==> config.mk <==
export PLATFORM = sky130hd
export DESIGN_NAME = zgn_div_cell
export DESIGN_NICKNAME = d
export VERILOG_FILES = /design/src/rtl/core/zgn_pkg.sv /design/src/rtl/core/zgn_div_cell.sv
export SDC_FILE = /design/constraint.sdc
export NUM_CORES = 1
export LEC_CHECK = 0
export BUFFER_PORTS_ARGS = -buffer_cell sky130_fd_sc_hd__clkbuf_2
export CORE_MARGIN = 5
export CORE_UTILIZATION = 31
export DETAILED_ROUTE_END_ITERATION = 7
export GPL_ROUTABILITY_DRIVEN = 0
export SYNTH_ARGS = -nofsm -noshare
export SYNTH_HDL_FRONTEND = slang
export SYNTH_SLANG_ARGS = --single-unit
==> constraint.sdc <==
create_clock -name clk -period 7.07 [get_ports clk]
set_clock_uncertainty 0.05 [all_clocks]
set_input_delay 0.707 -clock clk [delete_from_list [all_inputs] [get_ports clk]]
set_output_delay 0.707 -clock clk [all_outputs]
set_load 0.01 [all_outputs]
==> src/rtl/core/zgn_pkg.sv <==
// ----------------------------------------------------------------------------
// zgn_pkg - shared types and constants for the zonal gravity pipeline
// Word formats, divider cell state, register indexes and sine coefficients.
// ----------------------------------------------------------------------------
package zgn_pkg;

	// signed working value, wide enough for every product after scaling
	typedef logic signed [63:0] fx_t;

	typedef struct packed {
		logic        [31:0] radius_m;
		logic signed [31:0] latitude_angle;
	} in_word_t;

	typedef struct packed {
		logic signed [31:0] gravity_north;
		logic signed [31:0] gravity_down;
	} out_word_t;

	// divider cells: one quotient bit per cell
	localparam int DIV_W  = 32;
	localparam int QW     = 61;
	localparam int X_CELLS = 61;
	localparam int G_CELLS = 41;
	localparam int R_CELLS = 61;

	typedef struct packed {
		logic             flag;   // quotient known to overflow
		logic [DIV_W-1:0] rem;    // partial remainder, below dvs
		logic [DIV_W-1:0] dvs;    // divisor
		logic [QW-1:0]    word;   // numerator bits on top, quotient bits below
	} div_word_t;

	// configuration register indexes
	localparam logic [2:0] REG_ORDER = 3'd0;
	localparam logic [2:0] REG_MU    = 3'd1;
	localparam logic [2:0] REG_REQ   = 3'd2;
	localparam logic [2:0] REG_J2    = 3'd3;
	localparam logic [2:0] REG_J3    = 3'd4;
	localparam logic [2:0] REG_J4    = 3'd5;

	// model orders
	localparam logic [2:0] ORD_OFF   = 3'd0;
	localparam logic [2:0] ORD_POINT = 3'd1;
	localparam logic [2:0] ORD_J2    = 3'd2;
	localparam logic [2:0] ORD_J3    = 3'd3;
	localparam logic [2:0] ORD_J4    = 3'd4;

	localparam fx_t ONE_Q30 = 64'sd1073741824;
	localparam fx_t SAT_LIM = 64'sd1152921504606846976;

	// Horner coefficients of the quarter-wave sine, Q30, highest order first
	localparam int SIN_STEPS = 6;
	localparam logic [30:0] SIN_COEF [SIN_STEPS+1] = '{
		31'd61, 31'd3864, 31'd172272, 31'd5026995, 31'd85569306,
		31'd693598668, 31'd1686629713
	};

endpackage

==> src/rtl/core/zgn_div_cell.sv <==
// ----------------------------------------------------------------------------
// zgn_div_cell - one restoring division step
// Shift one numerator bit into the remainder, subtract when it fits, register.
// ----------------------------------------------------------------------------
module zgn_div_cell (
	input  logic               clk,
	input  zgn_pkg::div_word_t cur,
	output zgn_pkg::div_word_t nxt
);
	import zgn_pkg::*;

	logic [DIV_W:0]   part;
	logic             fits;
	logic [DIV_W-1:0] rem_d;

	always_comb begin
		part  = {cur.rem, cur.word[QW-1]};
		fits  = part >= {1'b0, cur.dvs};
		rem_d = fits ? DIV_W'(part - {1'b0, cur.dvs}) : part[DIV_W-1:0];
	end

	always_ff @(posedge clk) begin
		nxt.flag <= cur.flag;
		nxt.rem  <= rem_d;
		nxt.dvs  <= cur.dvs;
		nxt.word <= {cur.word[QW-2:0], fits};
	end

endmodule

Yosys cells after proc, flatten, opt, wreduce, memory -nomap -nowiden
Cells that the tools add are included.

storage, ports and cells
  output and inout bits = 126
  logic and storage cells = 7
  bits of input ports = 127
  register bits = 126

cells by class
  magnitude comparators = 1
  add/subtract/negate cells = 1
  mux-type cells = 1

operators by type and width
  kind              number
  $ge A33 B32 Y1    1
  $mux W32          1
  $sub A32 B32 Y32  1

Depth between registers and ports, before layout
  depth after elaboration = 2
  depth in mapped cells = 13

Least setup slack after synthesis
OpenSTA, ideal clock, no wires.

  path kind = input to register
  start = input port cur[84] (netlist bit)
  end = register nxt[100] (netlist bit)
  data arrival time = 2.815 ns
  setup time = 0.121 ns
  buffers on the path = 2
  data required time = 6.899 ns
  slack = 4.084 ns
  stages = 11
  cell sequence = inv_1 ha_1 buf_6 and3_1 o21a_1 a311oi_2 o21ai_1 or3b_1 o21a_1 buf_6 mux2_4

on the way
  longest elaborated chain between the ends = 2

ends and longest elaborated chain
  what            RTL line            RTL
  from (decl)     zgn_div_cell.sv:7   input zgn_pkg::div_word_t cur,
  $ge A33 B32 Y1  zgn_div_cell.sv:18  fits = part >= {1'b0, cur.dvs};
  $mux W32        zgn_div_cell.sv:19  rem_d = fits ? DIV_W'(part - {1'b0, cur.dvs}) : part[DIV_W-1:0];
  net rem_d[7]    zgn_div_cell.sv:14  logic [DIV_W-1:0] rem_d;
  to (decl)       zgn_div_cell.sv:8   output zgn_pkg::div_word_t nxt

The timed path passes the listed nets, and every way through them passes these cells.

Worst setup path in the final report
Ends and elaborated chain as after synthesis.

==> impl_metrics.ini <==
[clocking]
root_buffer = clkbuf_16
cts-htree-levels = 4
clk_pin_slew_ns = 0.06
hold_buffers = 0
cts_buffers = 17
cts-resized-gates = 0
cts_tree = yes
postCtsSetupBuffers = 0
cts.sinks = 126
cts_buffer_depth = 2

[yosys]
synth_fp_nets = 645
synth_top_cell_area_share_pct = 52.0
syn_avg_cell_area_um2 = 10.0
synth_area_um2 = 4850
yosys_warnings = 0
synth_cells = 485
synth.area.top_cells = dfxtp_1 52%, ha_1 8.3%, a21oi_1 5.6%, inv_1 3.6%, xnor2_1 2.9%
ys_ff_latch = 126
yosysTopAreaCell = dfxtp_1
synthArstFlopShare_pct = 0
yosysSeqAreaShare_pct = 52.0
yosysUniqueCellTypes = 49
synthFlopType = dfxtp_1
synth_edf_count = 0

[sta]
rsz0062_at_grt = no
slew_headroom_pct = 47.0
hold_viol = 0
fin_crit_ns = 3.46
worstMarginPinSlew_ns = 0.793
period_share_pct = 48.9
slew_viol_final = 0
fmax_mhz = 289
finalSetupViolCount = 0
setup_tns_ns = 0

[finish]
final_common_cell = clkbuf_2
area_delta_synth_final_pct = 42.4
layout_common_cells = 252 x clkbuf_2, 126 x dfxtp_1, 54 x a21oi_1, 46 x inv_1, 37 x nor2_1
fin_nets = 900
top_regs = nxt: 126 flops
drive_above_1_share_pct = 39.8
largest-register = nxt
largest_register_ffs = 126
post-route-util_pct = 45.3

[die]
num_rows = 45
initial_utilization_pct = 31.8
coreArea_um2 = 15300
die_y_um = 135
ios = 253
dieArea_um2 = 18200
die_x_um = 135

[global_route]
grt_first_pass_wirelength_um = 22900
grt_pass1_vias = 4321
overflow = 0
grt_max_degree = 30
grt_use_total_pct = 16.5
antenna_found_initial = 1

[worst_setup_path]
start_kind = input pin
path_class = input pin to flip-flop
cp-startpoint = cur[84]
critPathCapture = nxt[100]
crit_arrival_ns = 3.71
worstSetupEndpointType = flip-flop
crit_required_ns = 7.32
cp_max_fo = 29

[status]
status = finished clean

[flow_run]
cap_violations = 0

[routing]
routed_wl_um = 15300
wl_per_cell_um = 15.9
drc = 0
dr_total_vias = 4231
dr.first_iter.drc_count = 151
drtPass1Iterations = 4
avgViaCountPerCell = 4.39
ant_nets = 0

[place]
io_buffers = 252
dp_hpwl_um = 12400

[pwr]
peakVddDrop_uv = 145
power.density_nw_per_um2 = 307
leakage_nw = 3.53

[min_path]
min_path_type = input pin to flip-flop
hold_path.startpoint = cur[59]
-- routing by layer --
layer / up-vias / share of wire, % / global-route usage, %
li1: 2178 / - / -
met4: 0 / 1.6 / 5.10
met3: 13 / 9.8 / 7.86
met2: 163 / 50 / 30.0
met5: - / 0 / 0
met1: 1877 / 38 / 16.9
-- through the flow --
step / total power (W) / instances / hold WS [ns] / area [µm²] / setup slack [ns]
after floorplan: 0.00105 / 485 / 0.685 / 4850 / 4.08
after global placement: 0.00120 / 932 / 0.759 / 6270 / 3.23
after detailed placement: 0.00120 / 932 / 0.761 / 6270 / 3.16
after CTS: 0.00216 / 963 / 0.319 / 6900 / 3.57
after global routing: 0.00223 / 964 / 0.311 / 6910 / 3.37
final: 0.00212 / 964 / 0.341 / 6910 / 3.61
-- cell type report --
class | count | area, µm²
clock inverters | 14 | 206
fillers | 1541 | 8350
repair buffers | 253 | 1270
multi-input cells | 296 | 2040
inverters | 46 | 173
diodes | 1 | 2.50
flip-flops and latches | 126 | 2520
well taps | 211 | 264
clock buffers | 17 | 425
-- cells by family (layout without fill, tap and decap cells) --
group / after synthesis / in the layout / synth area share (%)
buffers and inverters: 63 / 330 / 5.86
adder cells (fa/ha/maj): 33 / 33 / 8.67
other: 0 / 1 / 0
XOR/XNOR: 26 / 26 / 4.70
multiplexers: 10 / 10 / 2.89
AO/OA/AOI/OAI: 120 / 120 / 15.1
flip-flops: 126 / 126 / 52.0
AND/OR/NAND/NOR: 107 / 107 / 10.8
-- worst max-delay path, stage by stage --
cell and delay (ns):
clkbuf_2 0.08, inv_1 0.04, ha_1 0.40, and3_1 0.32, nand4_1 0.19, nor4b_1 0.43
a21o_1 0.21, o21a_2 0.56, buf_4 0.42, mux2_4 0.33
-- cell usage after synthesis (3+ instances only) --
master       n
o21ai_1      4
nor3_1       3
ha_1        32
a21o_1       8
xnor2_1     16
a21oi_1     54
buf_2        5
nand2b_1     7
a2111oi_0    3
clkbuf_1     6
o21a_1       6
xor2_1      10
a211oi_1     3
dfxtp_1    126
buf_6        5
nand3_1      8
mux2_4       8
nand2_1     24
inv_1       46
nand4_1      8
and2_1       3
nor2_1      37
o31ai_1      7
o21bai_1     5
o21ai_0     17
-- how the worst min path moves through the flow --
stage	end	slack [ns]	depth (start not counted)
after CTS	nxt[60]	0.32	1
after global routing	nxt[13]	0.31	1
after detailed placement	nxt[1]	0.76	1
after floorplan	nxt[10]	0.68	0
after global placement	nxt[58]	0.76	1
final	nxt[60]	0.34	1
-- power breakdown --
| part | switching (W) | internal, W | leakage, nW |
|---|---|---|---|
| clock | 0.000340 | 0.000597 | 0.305 |
| sequential | 0.0000184 | 0.000782 | 1.06 |
| combinational | 0.000213 | 0.000170 | 2.16 |
No activity file was read; power rests on OpenSTA's default activity.
